$ cat config.mk
export PLATFORM = sky130hd
export DESIGN_NAME = accumulator_bank_alu_flat
export DESIGN_NICKNAME = d
export VERILOG_FILES = /design/src/rtl/aba_pkg.sv /design/src/rtl/aba_if.sv /design/src/rtl/accumulator_bank_alu.sv /design/src/rtl/aba_ram.sv /design/src/rtl/aba_serial.sv /design/src/rtl/aba_div.sv /design/src/flat_wrapper.sv
export SDC_FILE = /design/constraint.sdc
export NUM_CORES = 2
export LEC_CHECK = 0
export BUFFER_PORTS_ARGS = -buffer_cell sky130_fd_sc_hd__buf_2
export CAP_MARGIN = 40
export CORE_MARGIN = 4
export CORE_UTILIZATION = 48
export CTS_BUF_LIST = sky130_fd_sc_hd__clkbuf_4 sky130_fd_sc_hd__clkbuf_8
export DETAILED_ROUTE_END_ITERATION = 8
export GPL_ROUTABILITY_DRIVEN = 0
export PLACE_DENSITY = 0.62
export REMOVE_ABC_BUFFERS = 1
export SYNTH_ARGS = -nofsm -noshare
export SYNTH_HDL_FRONTEND = slang
export SYNTH_SLANG_ARGS = --single-unit
$ cat constraint.sdc
create_clock -name clock -period 18.05 [get_ports clock]
set_input_delay 2.7075 -clock clock [delete_from_list [all_inputs] [get_ports clock]]
set_output_delay 2.7075 -clock clock [all_outputs]
set_load 0.02 [all_outputs]
$ cat src/rtl/aba_pkg.sv
// Package for the accumulator bank ALU: field widths, opcode, status and
// compare-flag codes, and the control/status structs between the units.
// No dependencies.
`timescale 1ns / 1ps

package aba_pkg;

   // Field and datapath widths
   localparam int ACC_W = 64;
   localparam int SRC_W = 32;
   localparam int CMD_W = 3;
   localparam int IDX_W = 4;
   localparam int ST_W  = 2;
   localparam int CMP_W = 2;
   localparam int CNT_W = $clog2(ACC_W);

   // Instruction codes
   localparam logic [CMD_W-1:0] CMD_ADD   = 3'd0;
   localparam logic [CMD_W-1:0] CMD_SUB   = 3'd1;
   localparam logic [CMD_W-1:0] CMD_DIV   = 3'd2;
   localparam logic [CMD_W-1:0] CMD_CMP   = 3'd3;
   localparam logic [CMD_W-1:0] CMD_JEQ   = 3'd4;
   localparam logic [CMD_W-1:0] CMD_NOP   = 3'd5;
   localparam logic [CMD_W-1:0] CMD_CLEAR = 3'd6;

   // Response status codes
   localparam logic [ST_W-1:0] ST_OK       = 2'd0;
   localparam logic [ST_W-1:0] ST_BAD_DEST = 2'd1;
   localparam logic [ST_W-1:0] ST_TRAP     = 2'd2;

   // Compare flag, two's complement: 0 equal, +1 greater, -1 less
   localparam logic [CMP_W-1:0] CMP_EQ = 2'b00;
   localparam logic [CMP_W-1:0] CMP_GT = 2'b01;
   localparam logic [CMP_W-1:0] CMP_LT = 2'b11;

   // Bit-serial add/compare unit
   typedef struct packed {
      logic start;
      logic sub;
   } aba_ser_ctl_type;

   typedef struct packed {
      logic busy;
      logic done;
      logic lt;
      logic ne;
   } aba_ser_sts_type;

   // Iterative divider
   typedef struct packed {
      logic busy;
      logic done;
   } aba_div_sts_type;

endpackage

$ cat src/rtl/aba_if.sv
// Valid/ready channel interfaces for the accumulator bank ALU: the request
// channel and the response channel. Depends on aba_pkg.
`timescale 1ns / 1ps

interface aba_req_if import aba_pkg::*; ();
   logic                    valid;
   logic                    ready;
   logic [CMD_W-1:0]        cmd;
   logic [IDX_W-1:0]        dest_index;
   logic                    src_is_constant;
   logic signed [SRC_W-1:0] src_value;
   logic                    program_start;

   modport source (output valid, cmd, dest_index, src_is_constant, src_value,
                   program_start, input ready);
   modport sink (input valid, cmd, dest_index, src_is_constant, src_value,
                 program_start, output ready);
endinterface

interface aba_rsp_if import aba_pkg::*; ();
   logic                    valid;
   logic                    ready;
   logic [ST_W-1:0]         status;
   logic                    branch_taken;
   logic signed [CMP_W-1:0] compare_state;
   logic signed [ACC_W-1:0] dest_value;
   logic                    trap_sticky;
   logic signed [ACC_W-1:0] trap_value;

   modport source (output valid, status, branch_taken, compare_state, dest_value,
                   trap_sticky, trap_value, input ready);
   modport sink (input valid, status, branch_taken, compare_state, dest_value,
                 trap_sticky, trap_value, output ready);
endinterface

$ cat src/rtl/accumulator_bank_alu.sv
// Accumulator bank ALU, top level.
// Each request on req_chan is one instruction (add, sub, divide, compare,
// jump-if-equal test, nop, clear all) against a bank of NUM_ACC signed 64-bit
// accumulators; each request yields exactly one response on rsp_chan with the
// status, branch flag, compare flag, destination value and trap state.
// One request is in flight at a time: req_chan.ready is high while idle.
// How each request runs, from accept to response valid:
//   add, sub, cmp: on the bit-serial adder, one bit a cycle.
//   div: on the divider, one quotient bit a cycle, after a magnitude step
//        for each operand and before a sign-fix step on its shared negator.
//   jeq, nop, clear, bad destination, divide trap: no unit is started.
// The accumulators sit in a RAM with a valid bit per entry; reset and clear
// drop the valid bits, so an entry reads as zero until written. Reset also
// zeroes the trap flag and value and sets the compare flag to equal.
// The response sits in an output register; if the receiver stalls, the next
// request is still accepted and runs, and its result waits until the
// previous response is taken.
// Depends on aba_pkg, aba_if, aba_ram, aba_serial and aba_div.
`timescale 1ns / 1ps

module accumulator_bank_alu import aba_pkg::*; #(
   parameter int NUM_ACC = 10
) (
   input  logic      clock,
   input  logic      reset,
   aba_req_if.sink   req_chan,
   aba_rsp_if.source rsp_chan
);

   localparam int ADDR_W = (NUM_ACC > 1) ? $clog2(NUM_ACC) : 1;

   localparam logic [2:0] S_IDLE = 3'd0;
   localparam logic [2:0] S_READ = 3'd1;
   localparam logic [2:0] S_SER  = 3'd2;
   localparam logic [2:0] S_DIV  = 3'd3;
   localparam logic [2:0] S_FIN  = 3'd4;

   // Control state
   logic [2:0]         state_ff, state_in;
   logic [NUM_ACC-1:0] acc_vld_ff, acc_vld_in;
   logic [CMP_W-1:0]   cflag_ff, cflag_in;
   logic               trap_flag_ff, trap_flag_in;
   logic               rsp_vld_ff, rsp_vld_in;

   // Captured request
   logic [CMD_W-1:0]   cmd_ff, cmd_in;
   logic [IDX_W-1:0]   dest_ff, dest_in;
   logic               const_ff, const_in;
   logic [SRC_W-1:0]   src_val_ff, src_val_in;
   logic               dest_ok_ff, dest_ok_in;
   logic               dest_vld_ff, dest_vld_in;
   logic               src_vld_ff, src_vld_in;

   // Pending result and state updates
   logic [ST_W-1:0]    status_ff, status_in;
   logic               branch_ff, branch_in;
   logic [ACC_W-1:0]   res_val_ff, res_val_in;
   logic               wr_en_ff, wr_en_in;
   logic               trap_set_ff, trap_set_in;
   logic               clr_ff, clr_in;
   logic               cmp_set_ff, cmp_set_in;
   logic [CMP_W-1:0]   cmp_new_ff, cmp_new_in;
   logic [ACC_W-1:0]   trap_val_ff, trap_val_in;

   // Response register
   logic [ST_W-1:0]    rsp_status_ff, rsp_status_in;
   logic               rsp_branch_ff, rsp_branch_in;
   logic [CMP_W-1:0]   rsp_cmp_ff, rsp_cmp_in;
   logic [ACC_W-1:0]   rsp_dest_ff, rsp_dest_in;
   logic               rsp_trap_ff, rsp_trap_in;
   logic [ACC_W-1:0]   rsp_trap_val_ff, rsp_trap_val_in;

   logic               req_fire, rsp_fire, fin_go;
   logic               req_dest_ok, req_src_ok;
   logic [ADDR_W-1:0]  req_dest_addr, req_src_addr, dest_addr;
   logic [ACC_W-1:0]   rd_a, rd_b, dval, opnd;
   logic               ram_we;
   aba_ser_ctl_type    ser_ctl;
   aba_ser_sts_type    ser_sts;
   logic [ACC_W-1:0]   ser_sum;
   logic               div_start;
   aba_div_sts_type    div_sts;
   logic [ACC_W-1:0]   div_q;

   // Handshakes
   assign req_chan.ready = (state_ff == S_IDLE);
   assign req_fire       = req_chan.valid && req_chan.ready;
   assign rsp_fire       = rsp_vld_ff && rsp_chan.ready;
   assign fin_go         = (state_ff == S_FIN) && (!rsp_vld_ff || rsp_chan.ready);

   // Index checks on the incoming request
   assign req_dest_ok   = ({1'b0, req_chan.dest_index} < 5'(NUM_ACC));
   assign req_src_ok    = !req_chan.src_value[SRC_W-1]
                          && (req_chan.src_value[SRC_W-2:0] < 31'(NUM_ACC));
   assign req_dest_addr = req_chan.dest_index[ADDR_W-1:0];
   assign req_src_addr  = req_chan.src_value[ADDR_W-1:0];
   assign dest_addr     = dest_ff[ADDR_W-1:0];

   // Operands, valid while in the read state
   assign dval = dest_vld_ff ? rd_a : '0;
   assign opnd = const_ff ? {{(ACC_W - SRC_W){src_val_ff[SRC_W-1]}}, src_val_ff}
                          : (src_vld_ff ? rd_b : '0);

   assign ram_we = fin_go && wr_en_ff;

   aba_ram #(
      .WIDTH (ACC_W),
      .DEPTH (NUM_ACC)
   ) u_acc_ram (
      .clock     (clock),
      .wr_en     (ram_we),
      .wr_addr   (dest_addr),
      .wr_data   (res_val_ff),
      .rd_addr_a (req_dest_addr),
      .rd_addr_b (req_src_addr),
      .rd_data_a (rd_a),
      .rd_data_b (rd_b)
   );

   aba_serial u_serial (
      .clock (clock),
      .reset (reset),
      .ctl   (ser_ctl),
      .a_val (dval),
      .b_val (opnd),
      .sts   (ser_sts),
      .sum   (ser_sum)
   );

   aba_div u_div (
      .clock    (clock),
      .reset    (reset),
      .start    (div_start),
      .dividend (dval),
      .divisor  (opnd),
      .sts      (div_sts),
      .quotient (div_q)
   );

   // Instruction sequencer
   always_comb begin
      state_in        = state_ff;
      acc_vld_in      = acc_vld_ff;
      cflag_in        = cflag_ff;
      trap_flag_in    = trap_flag_ff;
      trap_val_in     = trap_val_ff;
      rsp_vld_in      = rsp_vld_ff && !rsp_fire;
      cmd_in          = cmd_ff;
      dest_in         = dest_ff;
      const_in        = const_ff;
      src_val_in      = src_val_ff;
      dest_ok_in      = dest_ok_ff;
      dest_vld_in     = dest_vld_ff;
      src_vld_in      = src_vld_ff;
      status_in       = status_ff;
      branch_in       = branch_ff;
      res_val_in      = res_val_ff;
      wr_en_in        = wr_en_ff;
      trap_set_in     = trap_set_ff;
      clr_in          = clr_ff;
      cmp_set_in      = cmp_set_ff;
      cmp_new_in      = cmp_new_ff;
      rsp_status_in   = rsp_status_ff;
      rsp_branch_in   = rsp_branch_ff;
      rsp_cmp_in      = rsp_cmp_ff;
      rsp_dest_in     = rsp_dest_ff;
      rsp_trap_in     = rsp_trap_ff;
      rsp_trap_val_in = rsp_trap_val_ff;
      ser_ctl.start   = 1'b0;
      ser_ctl.sub     = 1'b0;
      div_start       = 1'b0;

      unique case (state_ff)
         S_IDLE: begin
            if (req_fire) begin
               cmd_in      = req_chan.cmd;
               dest_in     = req_chan.dest_index;
               const_in    = req_chan.src_is_constant;
               src_val_in  = req_chan.src_value;
               dest_ok_in  = req_dest_ok;
               dest_vld_in = req_dest_ok && acc_vld_ff[req_dest_addr];
               src_vld_in  = req_src_ok && acc_vld_ff[req_src_addr];
               if (req_chan.program_start) begin
                  cflag_in = CMP_EQ;
               end
               state_in = S_READ;
            end
         end

         // Operands are out of the RAM: decode and launch
         S_READ: begin
            status_in   = ST_OK;
            branch_in   = 1'b0;
            res_val_in  = dval;
            wr_en_in    = 1'b0;
            trap_set_in = 1'b0;
            clr_in      = 1'b0;
            cmp_set_in  = 1'b0;
            state_in    = S_FIN;
            unique case (cmd_ff)
               CMD_ADD, CMD_SUB, CMD_CMP: begin
                  if (!dest_ok_ff) begin
                     status_in = ST_BAD_DEST;
                  end else begin
                     ser_ctl.start = 1'b1;
                     ser_ctl.sub   = (cmd_ff != CMD_ADD);
                     state_in      = S_SER;
                  end
               end
               CMD_DIV: begin
                  if (!dest_ok_ff) begin
                     status_in = ST_BAD_DEST;
                  end else if (opnd == '0) begin
                     status_in   = ST_TRAP;
                     trap_set_in = 1'b1;
                  end else begin
                     div_start = 1'b1;
                     state_in  = S_DIV;
                  end
               end
               CMD_JEQ: branch_in = (cflag_ff == CMP_EQ);
               CMD_CLEAR: begin
                  clr_in     = 1'b1;
                  res_val_in = '0;
               end
               CMD_NOP: branch_in = 1'b0;
               default: branch_in = 1'b0;
            endcase
         end

         S_SER: begin
            if (ser_sts.done) begin
               if (cmd_ff == CMD_CMP) begin
                  cmp_set_in = 1'b1;
                  cmp_new_in = !ser_sts.ne ? CMP_EQ : (ser_sts.lt ? CMP_LT : CMP_GT);
               end else begin
                  res_val_in = ser_sum;
                  wr_en_in   = 1'b1;
               end
               state_in = S_FIN;
            end
         end

         S_DIV: begin
            if (div_sts.done) begin
               res_val_in = div_q;
               wr_en_in   = 1'b1;
               state_in   = S_FIN;
            end
         end

         // Commit state updates and load the response register
         S_FIN: begin
            if (fin_go) begin
               if (wr_en_ff) begin
                  acc_vld_in[dest_addr] = 1'b1;
               end
               if (clr_ff) begin
                  acc_vld_in   = '0;
                  trap_flag_in = 1'b0;
                  trap_val_in  = '0;
               end else if (trap_set_ff) begin
                  trap_flag_in = 1'b1;
                  trap_val_in  = res_val_ff;
               end
               if (cmp_set_ff) begin
                  cflag_in = cmp_new_ff;
               end
               rsp_status_in   = status_ff;
               rsp_branch_in   = branch_ff;
               rsp_cmp_in      = cmp_set_ff ? cmp_new_ff : cflag_ff;
               rsp_dest_in     = dest_ok_ff ? res_val_ff : '0;
               rsp_trap_in     = trap_flag_in;
               rsp_trap_val_in = trap_val_in;
               rsp_vld_in      = 1'b1;
               state_in        = S_IDLE;
            end
         end

         default: state_in = S_IDLE;
      endcase
   end

   always_ff @(posedge clock) begin
      if (reset) begin
         state_ff     <= S_IDLE;
         acc_vld_ff   <= '0;
         cflag_ff     <= CMP_EQ;
         trap_flag_ff <= 1'b0;
         trap_val_ff  <= '0;
         rsp_vld_ff   <= 1'b0;
      end else begin
         state_ff     <= state_in;
         acc_vld_ff   <= acc_vld_in;
         cflag_ff     <= cflag_in;
         trap_flag_ff <= trap_flag_in;
         trap_val_ff  <= trap_val_in;
         rsp_vld_ff   <= rsp_vld_in;
      end
   end

   always_ff @(posedge clock) begin
      cmd_ff          <= cmd_in;
      dest_ff         <= dest_in;
      const_ff        <= const_in;
      src_val_ff      <= src_val_in;
      dest_ok_ff      <= dest_ok_in;
      dest_vld_ff     <= dest_vld_in;
      src_vld_ff      <= src_vld_in;
      status_ff       <= status_in;
      branch_ff       <= branch_in;
      res_val_ff      <= res_val_in;
      wr_en_ff        <= wr_en_in;
      trap_set_ff     <= trap_set_in;
      clr_ff          <= clr_in;
      cmp_set_ff      <= cmp_set_in;
      cmp_new_ff      <= cmp_new_in;
      rsp_status_ff   <= rsp_status_in;
      rsp_branch_ff   <= rsp_branch_in;
      rsp_cmp_ff      <= rsp_cmp_in;
      rsp_dest_ff     <= rsp_dest_in;
      rsp_trap_ff     <= rsp_trap_in;
      rsp_trap_val_ff <= rsp_trap_val_in;
   end

   // Response channel
   assign rsp_chan.valid         = rsp_vld_ff;
   assign rsp_chan.status        = rsp_status_ff;
   assign rsp_chan.branch_taken  = rsp_branch_ff;
   assign rsp_chan.compare_state = rsp_cmp_ff;
   assign rsp_chan.dest_value    = rsp_dest_ff;
   assign rsp_chan.trap_sticky   = rsp_trap_ff;
   assign rsp_chan.trap_value    = rsp_trap_val_ff;

   // Checks
   a_accept_reads: assert property (@(posedge clock) disable iff (reset)
      req_fire |=> state_ff == S_READ)
      else $error("accepted request did not move to the read state");

   a_units_exclusive: assert property (@(posedge clock) disable iff (reset)
      !(ser_sts.busy && div_sts.busy))
      else $error("serial unit and divider busy at once");

   a_ser_done_in_ser: assert property (@(posedge clock) disable iff (reset)
      ser_sts.done |-> state_ff == S_SER)
      else $error("serial unit finished outside the serial state");

   a_trap_value_clean: assert property (@(posedge clock) disable iff (reset)
      !trap_flag_ff |-> trap_val_ff == '0)
      else $error("trap value nonzero while trap flag is clear");

   a_rsp_from_fin: assert property (@(posedge clock) disable iff (reset)
      $rose(rsp_vld_ff) |-> $past(state_ff) == S_FIN)
      else $error("response raised outside the commit state");

endmodule

$ cat src/rtl/aba_ram.sv
// Generic RAM: one write port, two read ports with registered read data.
// No dependencies.
`timescale 1ns / 1ps

module aba_ram #(
   parameter int WIDTH = 64,
   parameter int DEPTH = 16
) (
   input  logic                                   clock,
   input  logic                                   wr_en,
   input  logic [((DEPTH > 1) ? $clog2(DEPTH) : 1)-1:0] wr_addr,
   input  logic [WIDTH-1:0]                       wr_data,
   input  logic [((DEPTH > 1) ? $clog2(DEPTH) : 1)-1:0] rd_addr_a,
   input  logic [((DEPTH > 1) ? $clog2(DEPTH) : 1)-1:0] rd_addr_b,
   output logic [WIDTH-1:0]                       rd_data_a,
   output logic [WIDTH-1:0]                       rd_data_b
);

   logic [WIDTH-1:0] mem_ff [DEPTH];
   logic [WIDTH-1:0] rd_a_ff;
   logic [WIDTH-1:0] rd_b_ff;

   // Write port
   always_ff @(posedge clock) begin
      if (wr_en) begin
         mem_ff[wr_addr] <= wr_data;
      end
   end

   // Registered reads
   always_ff @(posedge clock) begin
      rd_a_ff <= mem_ff[rd_addr_a];
      rd_b_ff <= mem_ff[rd_addr_b];
   end

   assign rd_data_a = rd_a_ff;
   assign rd_data_b = rd_b_ff;

endmodule

$ cat src/rtl/aba_serial.sv
// Bit-serial adder/subtractor and signed comparator, one bit per cycle,
// LSB first. Depends on aba_pkg.
`timescale 1ns / 1ps

module aba_serial import aba_pkg::*; (
   input  logic             clock,
   input  logic             reset,
   input  aba_ser_ctl_type  ctl,
   input  logic [ACC_W-1:0] a_val,
   input  logic [ACC_W-1:0] b_val,
   output aba_ser_sts_type  sts,
   output logic [ACC_W-1:0] sum
);

   logic [ACC_W-1:0] a_sr_ff, a_sr_in;
   logic [ACC_W-1:0] b_sr_ff, b_sr_in;
   logic [ACC_W-1:0] sum_sr_ff, sum_sr_in;
   logic             carry_ff, carry_in;
   logic             sub_ff, sub_in;
   logic             lt_ff, lt_in;
   logic             ne_ff, ne_in;
   logic [CNT_W-1:0] cnt_ff, cnt_in;
   logic             busy_ff, busy_in;
   logic             done_ff, done_in;

   logic a_bit, b_raw, b_bit, s_bit, c_out, last;

   // One full-adder slice; subtraction inverts b and starts with carry in
   assign a_bit = a_sr_ff[0];
   assign b_raw = b_sr_ff[0];
   assign b_bit = b_raw ^ sub_ff;
   assign s_bit = a_bit ^ b_bit ^ carry_ff;
   assign c_out = (a_bit & b_bit) | (a_bit & carry_ff) | (b_bit & carry_ff);
   assign last  = (cnt_ff == CNT_W'(ACC_W - 1));

   always_comb begin
      a_sr_in   = a_sr_ff;
      b_sr_in   = b_sr_ff;
      sum_sr_in = sum_sr_ff;
      carry_in  = carry_ff;
      sub_in    = sub_ff;
      lt_in     = lt_ff;
      ne_in     = ne_ff;
      cnt_in    = cnt_ff;
      busy_in   = busy_ff;
      done_in   = 1'b0;
      if (ctl.start) begin
         a_sr_in  = a_val;
         b_sr_in  = b_val;
         carry_in = ctl.sub;
         sub_in   = ctl.sub;
         lt_in    = 1'b0;
         ne_in    = 1'b0;
         cnt_in   = '0;
         busy_in  = 1'b1;
      end else if (busy_ff) begin
         a_sr_in   = {1'b0, a_sr_ff[ACC_W-1:1]};
         b_sr_in   = {1'b0, b_sr_ff[ACC_W-1:1]};
         sum_sr_in = {s_bit, sum_sr_ff[ACC_W-1:1]};
         carry_in  = c_out;
         // Highest differing bit decides; the sign bit weighs negative
         if (a_bit != b_raw) begin
            ne_in = 1'b1;
            lt_in = last ? a_bit : b_raw;
         end
         cnt_in = cnt_ff + CNT_W'(1);
         if (last) begin
            busy_in = 1'b0;
            done_in = 1'b1;
         end
      end
   end

   always_ff @(posedge clock) begin
      if (reset) begin
         busy_ff <= 1'b0;
         done_ff <= 1'b0;
         cnt_ff  <= '0;
      end else begin
         busy_ff <= busy_in;
         done_ff <= done_in;
         cnt_ff  <= cnt_in;
      end
   end

   always_ff @(posedge clock) begin
      a_sr_ff   <= a_sr_in;
      b_sr_ff   <= b_sr_in;
      sum_sr_ff <= sum_sr_in;
      carry_ff  <= carry_in;
      sub_ff    <= sub_in;
      lt_ff     <= lt_in;
      ne_ff     <= ne_in;
   end

   assign sts.busy = busy_ff;
   assign sts.done = done_ff;
   assign sts.lt   = lt_ff;
   assign sts.ne   = ne_ff;
   assign sum      = sum_sr_ff;

endmodule

$ cat src/rtl/aba_div.sv
// Signed truncating divider: restoring shift/subtract, one quotient bit per
// cycle, with one shared negator for operand magnitudes and sign fix.
// Depends on aba_pkg.
`timescale 1ns / 1ps

module aba_div import aba_pkg::*; (
   input  logic             clock,
   input  logic             reset,
   input  logic             start,
   input  logic [ACC_W-1:0] dividend,
   input  logic [ACC_W-1:0] divisor,
   output aba_div_sts_type  sts,
   output logic [ACC_W-1:0] quotient
);

   localparam logic [2:0] D_IDLE = 3'd0;
   localparam logic [2:0] D_NEGA = 3'd1;
   localparam logic [2:0] D_NEGB = 3'd2;
   localparam logic [2:0] D_ITER = 3'd3;
   localparam logic [2:0] D_FIX  = 3'd4;

   logic [2:0]       state_ff, state_in;
   logic [CNT_W-1:0] cnt_ff, cnt_in;
   logic             done_ff, done_in;
   logic [ACC_W-1:0] a_ff, a_in;
   logic [ACC_W-1:0] b_ff, b_in;
   logic [ACC_W-1:0] q_ff, q_in;
   logic [ACC_W-1:0] rem_ff, rem_in;
   logic [ACC_W-1:0] magb_ff, magb_in;

   logic [ACC_W-1:0] neg_src, neg_out, rem_sh;
   logic [ACC_W:0]   trial;
   logic             fits;

   // Shared negator
   always_comb begin
      unique case (state_ff)
         D_NEGA:  neg_src = a_ff;
         D_NEGB:  neg_src = b_ff;
         default: neg_src = q_ff;
      endcase
   end
   assign neg_out = '0 - neg_src;

   // Remainder stays below the divisor magnitude, so its top bit is zero
   assign rem_sh = {rem_ff[ACC_W-2:0], q_ff[ACC_W-1]};
   assign trial  = {1'b0, rem_sh} - {1'b0, magb_ff};
   assign fits   = !trial[ACC_W];

   always_comb begin
      state_in = state_ff;
      cnt_in   = cnt_ff;
      done_in  = 1'b0;
      a_in     = a_ff;
      b_in     = b_ff;
      q_in     = q_ff;
      rem_in   = rem_ff;
      magb_in  = magb_ff;
      unique case (state_ff)
         D_IDLE: begin
            if (start) begin
               a_in     = dividend;
               b_in     = divisor;
               state_in = D_NEGA;
            end
         end
         D_NEGA: begin
            q_in     = a_ff[ACC_W-1] ? neg_out : a_ff;
            rem_in   = '0;
            state_in = D_NEGB;
         end
         D_NEGB: begin
            magb_in  = b_ff[ACC_W-1] ? neg_out : b_ff;
            cnt_in   = '0;
            state_in = D_ITER;
         end
         D_ITER: begin
            rem_in = fits ? trial[ACC_W-1:0] : rem_sh;
            q_in   = {q_ff[ACC_W-2:0], fits};
            cnt_in = cnt_ff + CNT_W'(1);
            if (cnt_ff == CNT_W'(ACC_W - 1)) begin
               state_in = D_FIX;
            end
         end
         D_FIX: begin
            q_in     = (a_ff[ACC_W-1] ^ b_ff[ACC_W-1]) ? neg_out : q_ff;
            done_in  = 1'b1;
            state_in = D_IDLE;
         end
         default: state_in = D_IDLE;
      endcase
   end

   always_ff @(posedge clock) begin
      if (reset) begin
         state_ff <= D_IDLE;
         cnt_ff   <= '0;
         done_ff  <= 1'b0;
      end else begin
         state_ff <= state_in;
         cnt_ff   <= cnt_in;
         done_ff  <= done_in;
      end
   end

   always_ff @(posedge clock) begin
      a_ff    <= a_in;
      b_ff    <= b_in;
      q_ff    <= q_in;
      rem_ff  <= rem_in;
      magb_ff <= magb_in;
   end

   assign sts.busy = (state_ff != D_IDLE);
   assign sts.done = done_ff;
   assign quotient = q_ff;

endmodule
$ cat src/flat_wrapper.sv
// flat-port wrapper written by rule: the top's interface ports become plain ports
module accumulator_bank_alu_flat import aba_pkg::*;
#(
   parameter int NUM_ACC = 10
)
  (clock, reset, req_chan_valid, req_chan_cmd, req_chan_dest_index, req_chan_src_is_constant, req_chan_src_value, req_chan_program_start, req_chan_ready, rsp_chan_valid, rsp_chan_status, rsp_chan_branch_taken, rsp_chan_compare_state, rsp_chan_dest_value, rsp_chan_trap_sticky, rsp_chan_trap_value, rsp_chan_ready);
  aba_req_if req_chan_i ();
  aba_rsp_if rsp_chan_i ();
  input  logic clock;
  input  logic reset;
  input wire logic [$bits(req_chan_i.valid)-1:0] req_chan_valid;
  input wire logic [$bits(req_chan_i.cmd)-1:0] req_chan_cmd;
  input wire logic [$bits(req_chan_i.dest_index)-1:0] req_chan_dest_index;
  input wire logic [$bits(req_chan_i.src_is_constant)-1:0] req_chan_src_is_constant;
  input wire logic [$bits(req_chan_i.src_value)-1:0] req_chan_src_value;
  input wire logic [$bits(req_chan_i.program_start)-1:0] req_chan_program_start;
  output wire logic [$bits(req_chan_i.ready)-1:0] req_chan_ready;
  output wire logic [$bits(rsp_chan_i.valid)-1:0] rsp_chan_valid;
  output wire logic [$bits(rsp_chan_i.status)-1:0] rsp_chan_status;
  output wire logic [$bits(rsp_chan_i.branch_taken)-1:0] rsp_chan_branch_taken;
  output wire logic [$bits(rsp_chan_i.compare_state)-1:0] rsp_chan_compare_state;
  output wire logic [$bits(rsp_chan_i.dest_value)-1:0] rsp_chan_dest_value;
  output wire logic [$bits(rsp_chan_i.trap_sticky)-1:0] rsp_chan_trap_sticky;
  output wire logic [$bits(rsp_chan_i.trap_value)-1:0] rsp_chan_trap_value;
  input wire logic [$bits(rsp_chan_i.ready)-1:0] rsp_chan_ready;
  assign req_chan_i.valid = req_chan_valid;
  assign req_chan_i.cmd = req_chan_cmd;
  assign req_chan_i.dest_index = req_chan_dest_index;
  assign req_chan_i.src_is_constant = req_chan_src_is_constant;
  assign req_chan_i.src_value = req_chan_src_value;
  assign req_chan_i.program_start = req_chan_program_start;
  assign req_chan_ready = req_chan_i.ready;
  assign rsp_chan_valid = rsp_chan_i.valid;
  assign rsp_chan_status = rsp_chan_i.status;
  assign rsp_chan_branch_taken = rsp_chan_i.branch_taken;
  assign rsp_chan_compare_state = rsp_chan_i.compare_state;
  assign rsp_chan_dest_value = rsp_chan_i.dest_value;
  assign rsp_chan_trap_sticky = rsp_chan_i.trap_sticky;
  assign rsp_chan_trap_value = rsp_chan_i.trap_value;
  assign rsp_chan_i.ready = rsp_chan_ready;
  accumulator_bank_alu #(.NUM_ACC(NUM_ACC)) u_core (.clock(clock), .reset(reset), .req_chan(req_chan_i), .rsp_chan(rsp_chan_i));
endmodule
==> insert_results.sql <==
INSERT INTO impl_metrics (metric_group, metric, value, unit) VALUES
('status', 'run_status', 'completed', ''),
('setup_path', 'critPathArrivalTime', '6.13', 'ns'),
('cts', 'post-cts-setup-buffers', '0', ''),
('global_route', 'antenna_found_initial', '8', ''),
('drt', 'first_iter_violations', '5527', ''),
('sta', 'tightest_slew', '0.984', 'ns'),
('sta', 'maxClockFrequency', '183', 'MHz'),
('cts', 'root_buffer', 'sky130_fd_sc_hd__clkbuf_8', ''),
('sta', 'final.hold.worst_slack', '0.411', 'ns'),
('floorplanning', 'initial_core_util', '48.3', '%'),
('synth', 'yosysWarnings', '0', ''),
('setup_path', 'timing.reg2reg.worst_path_depth', '16', ''),
('finish', 'leading_cell_type_in_the_layout_fill_and_taps_excluded', 'sky130_fd_sc_hd__edfxtp_1', ''),
('cts', 'post_cts_resize_count', '0', ''),
('finish', 'most-common-layout-cells', '1,403 x sky130_fd_sc_hd__edfxtp_1, 464 x sky130_fd_sc_hd__nand2_1, 351 x sky130_fd_sc_hd__a21oi_1, 349 x sky130_fd_sc_hd__nor2_1, 329 x sky130_fd_sc_hd__clkbuf_8', ''),
('finish', 'finish.cell_count_without_fillers', '8015', ''),
('drt', 'dr_total_vias', '49300', ''),
('finish', 'fillerInstances', '12800', ''),
('setup_path', 'critPathKind', 'flip-flop to flip-flop', ''),
('setup_path', 'max_stage_delay', '0.75', 'ns'),
('drt', 'drt_first_pass_iters', '9', ''),
('cts', 'cts_h_tree_depth', '5', ''),
('power', 'leakage', '29.5', 'nW'),
('floorplanning', 'floorplan.die.width', '402', 'µm'),
('min_path', 'holdCritPathClass', 'flip-flop to flip-flop', ''),
('drt', 'drt_wl_total', '215000', 'µm'),
('finish', 'areaGrowthSynthToFinish', '12.2', '%'),
('sta', 'fin_tns_setup', '0', 'ns'),
('cts', 'clockBufferDepth', '4', ''),
('synth', 'ys_async_sr_fraction', '0', '%'),
('sta', 'slew_violations', '0', ''),
('sta', 'min_period_over_period', '30.2', '%'),
('min_path', 'worstHoldPathCells', '0', ''),
('power', 'worst_ir_drop_vdd', '0.0748', 'mV'),
('global_route', 'grt_pass1_vias', '48100', ''),
('floorplanning', 'die_footprint', '0.162', 'mm²'),
('setup_path', 'levels_on_crit_path', '16', ''),
('cts', 'cts-buffers-inserted', '292', ''),
('cts', 'insertion_delay', '1.02', 'ns'),
('run', 'drv_cap', '0', ''),
('floorplanning', 'top_level_ports', '181', ''),
('cts', 'post_cts_hold_buffer_count', '0', ''),
('global_route', 'grt_max_degree', '87', ''),
('setup_path', 'critical_path.top_delay_family', 'compound AO/OA/AOI/OAI gates', ''),
('global_route', 'grt.total_usage', '26.1', '%'),
('setup_path', 'setup.worst_path.end_class', 'flip-flop', ''),
('cts', 'clock_sinks', '1632', ''),
('finish', 'share_of_cells_above_drive_strength_1', '20.2', '%'),
('finish', 'finish.net_count', '5868', ''),
('global_route', 'overflow', '0', ''),
('cts', 'tritoncts_clock_tree', 'done', ''),
('drt', 'wl_per_cell', '26.8', 'µm'),
('synth', 'post_synth_fa_ha_maj_area_fraction', '1.18', '%'),
('synth', 'synth-edff-count', '1403', ''),
('synth', 'seq_cells_post_synth', '1632', ''),
('floorplanning', 'die_height', '402', 'µm'),
('synth', 'netlist.top_cell.by_area', 'sky130_fd_sc_hd__edfxtp_1', ''),
('placement', 'post-place-cells', '7504', ''),
('sta', 'unrepaired_setup_endpoints_after_global_routing', 'false', ''),
('drt', 'post-route-drc-count', '0', ''),
('synth', 'synth_top_family_by_area', 'multiplexers', ''),
('synth', 'post_synth_inst_count', '5554', ''),
('setup_path', 'crit_chain', 'inv_1, ha_1, inv_1, fa_1, a211oi_1, o21ai_1, o21a_1, o41ai_4, o21ai_1, a2111oi_4, buf_4, nor2_4, buf_4, and3_1, mux2i_1, o21ai_1', ''),
('synth', 'synthTopCellsByArea', 'sky130_fd_sc_hd__edfxtp_1 56%, sky130_fd_sc_hd__mux4_2 7.8%, sky130_fd_sc_hd__dfxtp_1 6.1%', ''),
('setup_path', 'bufs_and_invs_on_worst_path', '4', ''),
('synth', 'synth-seq-area-share', '62.6', '%'),
('synth', 'synth-compound-area-share', '10.7', '%'),
('setup_path', 'critical_path_required', '18.72', 'ns'),
('power', 'cellPowerDensity', '105', 'mW/mm²'),
('setup_path', 'critical-path-slowest-cell', 'sky130_fd_sc_hd__a2111oi_4', ''),
('synth', 'portion_of_netlist_area_occupied_by_mux_cells', '12.7', '%');
==> cells in the mapped netlist, types with 5 or more instances <==
master and n:
sky130_fd_sc_hd__a222oi_1 8, sky130_fd_sc_hd__o21bai_1 13, sky130_fd_sc_hd__a31oi_1 21, sky130_fd_sc_hd__buf_2 41
sky130_fd_sc_hd__and3_1 15, sky130_fd_sc_hd__o211ai_1 58, sky130_fd_sc_hd__mux4_2 260, sky130_fd_sc_hd__nand2_1 465
sky130_fd_sc_hd__a211oi_1 151, sky130_fd_sc_hd__a22oi_1 139, sky130_fd_sc_hd__o22ai_1 8, sky130_fd_sc_hd__and2_1 83
sky130_fd_sc_hd__nand3_1 56, sky130_fd_sc_hd__buf_4 10, sky130_fd_sc_hd__inv_1 184, sky130_fd_sc_hd__nand4_1 40
sky130_fd_sc_hd__a21oi_1 351, sky130_fd_sc_hd__nor2b_1 143, sky130_fd_sc_hd__or3_1 7, sky130_fd_sc_hd__dfxtp_1 229
sky130_fd_sc_hd__xnor2_1 73, sky130_fd_sc_hd__or2_2 5, sky130_fd_sc_hd__o21a_1 8, sky130_fd_sc_hd__nand2b_1 16
sky130_fd_sc_hd__nor4_1 37, sky130_fd_sc_hd__xor2_1 49, sky130_fd_sc_hd__buf_1 69, sky130_fd_sc_hd__clkbuf_1 259
sky130_fd_sc_hd__mux2_2 110, sky130_fd_sc_hd__edfxtp_1 1403, sky130_fd_sc_hd__nand3b_1 5, sky130_fd_sc_hd__o221ai_1 47
sky130_fd_sc_hd__buf_6 5, sky130_fd_sc_hd__mux2i_1 242, sky130_fd_sc_hd__a22o_1 52, sky130_fd_sc_hd__nor3b_1 8
sky130_fd_sc_hd__a21o_1 90, sky130_fd_sc_hd__nor2_1 360, sky130_fd_sc_hd__ha_1 67, sky130_fd_sc_hd__nor3_1 41
sky130_fd_sc_hd__o21ai_1 9, sky130_fd_sc_hd__o21ai_0 244
==> sequential cells by signal, indices dropped and copies added, names as in the netlist, 4 cells and up <==
name                        count
u_core.u_div.rem_ff            63
u_core.res_val_ff              64
u_core.u_acc_ram.rd_data_a     64
u_core.src_val_ff              32
u_core.u_acc_ram.rd_data_b     64
u_core.u_serial.b_sr_ff        64
u_core.rsp_chan.trap_value     64
u_core.u_div.a_ff              64
u_core.u_div.magb_ff           64
u_core.u_serial.a_sr_ff        64
u_core.rsp_chan.dest_value     64
u_core.u_serial.cnt_ff          6
u_core.trap_val_ff             64
u_core.u_div.b_ff              64
u_core.u_div.quotient          64
u_core.u_serial.sum            64
u_core.u_div.cnt_ff             6
u_core.dest_addr                4
u_core.acc_vld_ff              10
u_core.u_acc_ram.mem_ff       640
==> worst reg2reg max path: stages, from the launching register on <==
cell and delay [ns]:
sky130_fd_sc_hd__edfxtp_1 0.51, sky130_fd_sc_hd__inv_1 0.19, sky130_fd_sc_hd__ha_1 0.21, sky130_fd_sc_hd__inv_1 0.06, sky130_fd_sc_hd__fa_1 0.44, sky130_fd_sc_hd__a211oi_1 0.27, sky130_fd_sc_hd__o21ai_1 0.21, sky130_fd_sc_hd__o21a_1 0.29
sky130_fd_sc_hd__o41ai_4 0.51, sky130_fd_sc_hd__o21ai_1 0.26, sky130_fd_sc_hd__a2111oi_4 0.75, sky130_fd_sc_hd__buf_4 0.33, sky130_fd_sc_hd__nor2_4 0.13, sky130_fd_sc_hd__buf_4 0.40, sky130_fd_sc_hd__and3_1 0.40, sky130_fd_sc_hd__mux2i_1 0.12
sky130_fd_sc_hd__o21ai_1 0.09
==> report_power, final <==
group / switching, mW / leakage (nW) / internal [mW] / total [mW]
Clock: 1.51 / 3.12 / 1.99 / 3.49
Sequential: 0.175 / 14.7 / 4.35 / 4.52
Combinational: 0.506 / 11.7 / 0.260 / 0.766
Total: 2.19 / 29.5 / 6.59 / 8.78
==> cell families after synthesis <==
group / after synthesis
AO/OA/AOI/OAI: 1238
XOR/XNOR: 122
adder cells (fa/ha/maj): 69
buffers and inverters: 570
flip-flops: 1632
multiplexers: 612
AND/OR/NAND/NOR: 1311
==> final cells by class <==
| class | instances | area (µm²) | share of cell area (%) |
|---|---|---|---|
| Tap cell | 2044 | 2560 | 3.05 |
| Inverter | 186 | 708 | 0.846 |
| Sequential cell | 1632 | 46700 | 55.8 |
| Clock inverter | 60 | 430 | 0.514 |
| Antenna cell | 5 | 12.5 | 0.0149 |
| Clock buffer | 446 | 5410 | 6.46 |
| Multi-Input combinational cell | 3352 | 25900 | 30.9 |
| Timing Repair Buffer | 290 | 2060 | 2.46 |
==> stage by stage <==
stage / total power, mW / instance area [µm²]
global placement: 5.33 / 77500
floorplan: 4.97 / 73100
global route: 9.09 / 83700
CTS: 8.84 / 83700
detailed placement: 5.35 / 77900
finish: 8.78 / 83800
==> worst paths after layout <==
kind	startpoint	to	slack [ns]
worst max-delay path	u_core.u_div.quotient[63]	u_core.u_div.rem_ff[62]	12.59
worst min-delay path	u_core.u_serial.sum[55]	u_core.u_serial.sum[54]	0.41
worst max register to register	u_core.u_div.quotient[63]	u_core.u_div.rem_ff[62]	12.59
worst min register to register	u_core.u_serial.sum[55]	u_core.u_serial.sum[54]	0.41
==> routing by layer <==
layer / vias to the layer above / track usage (%) / routed length, µm
met1: 24800 / 38.1 / 93100
li1: 21700 / - / -
met4: 2 / 10.2 / 8210
met3: 425 / 4.67 / 18300
met5: - / 0 / 38
met2: 2396 / 39.3 / 95300
Power figures use the tool's default switching activity.
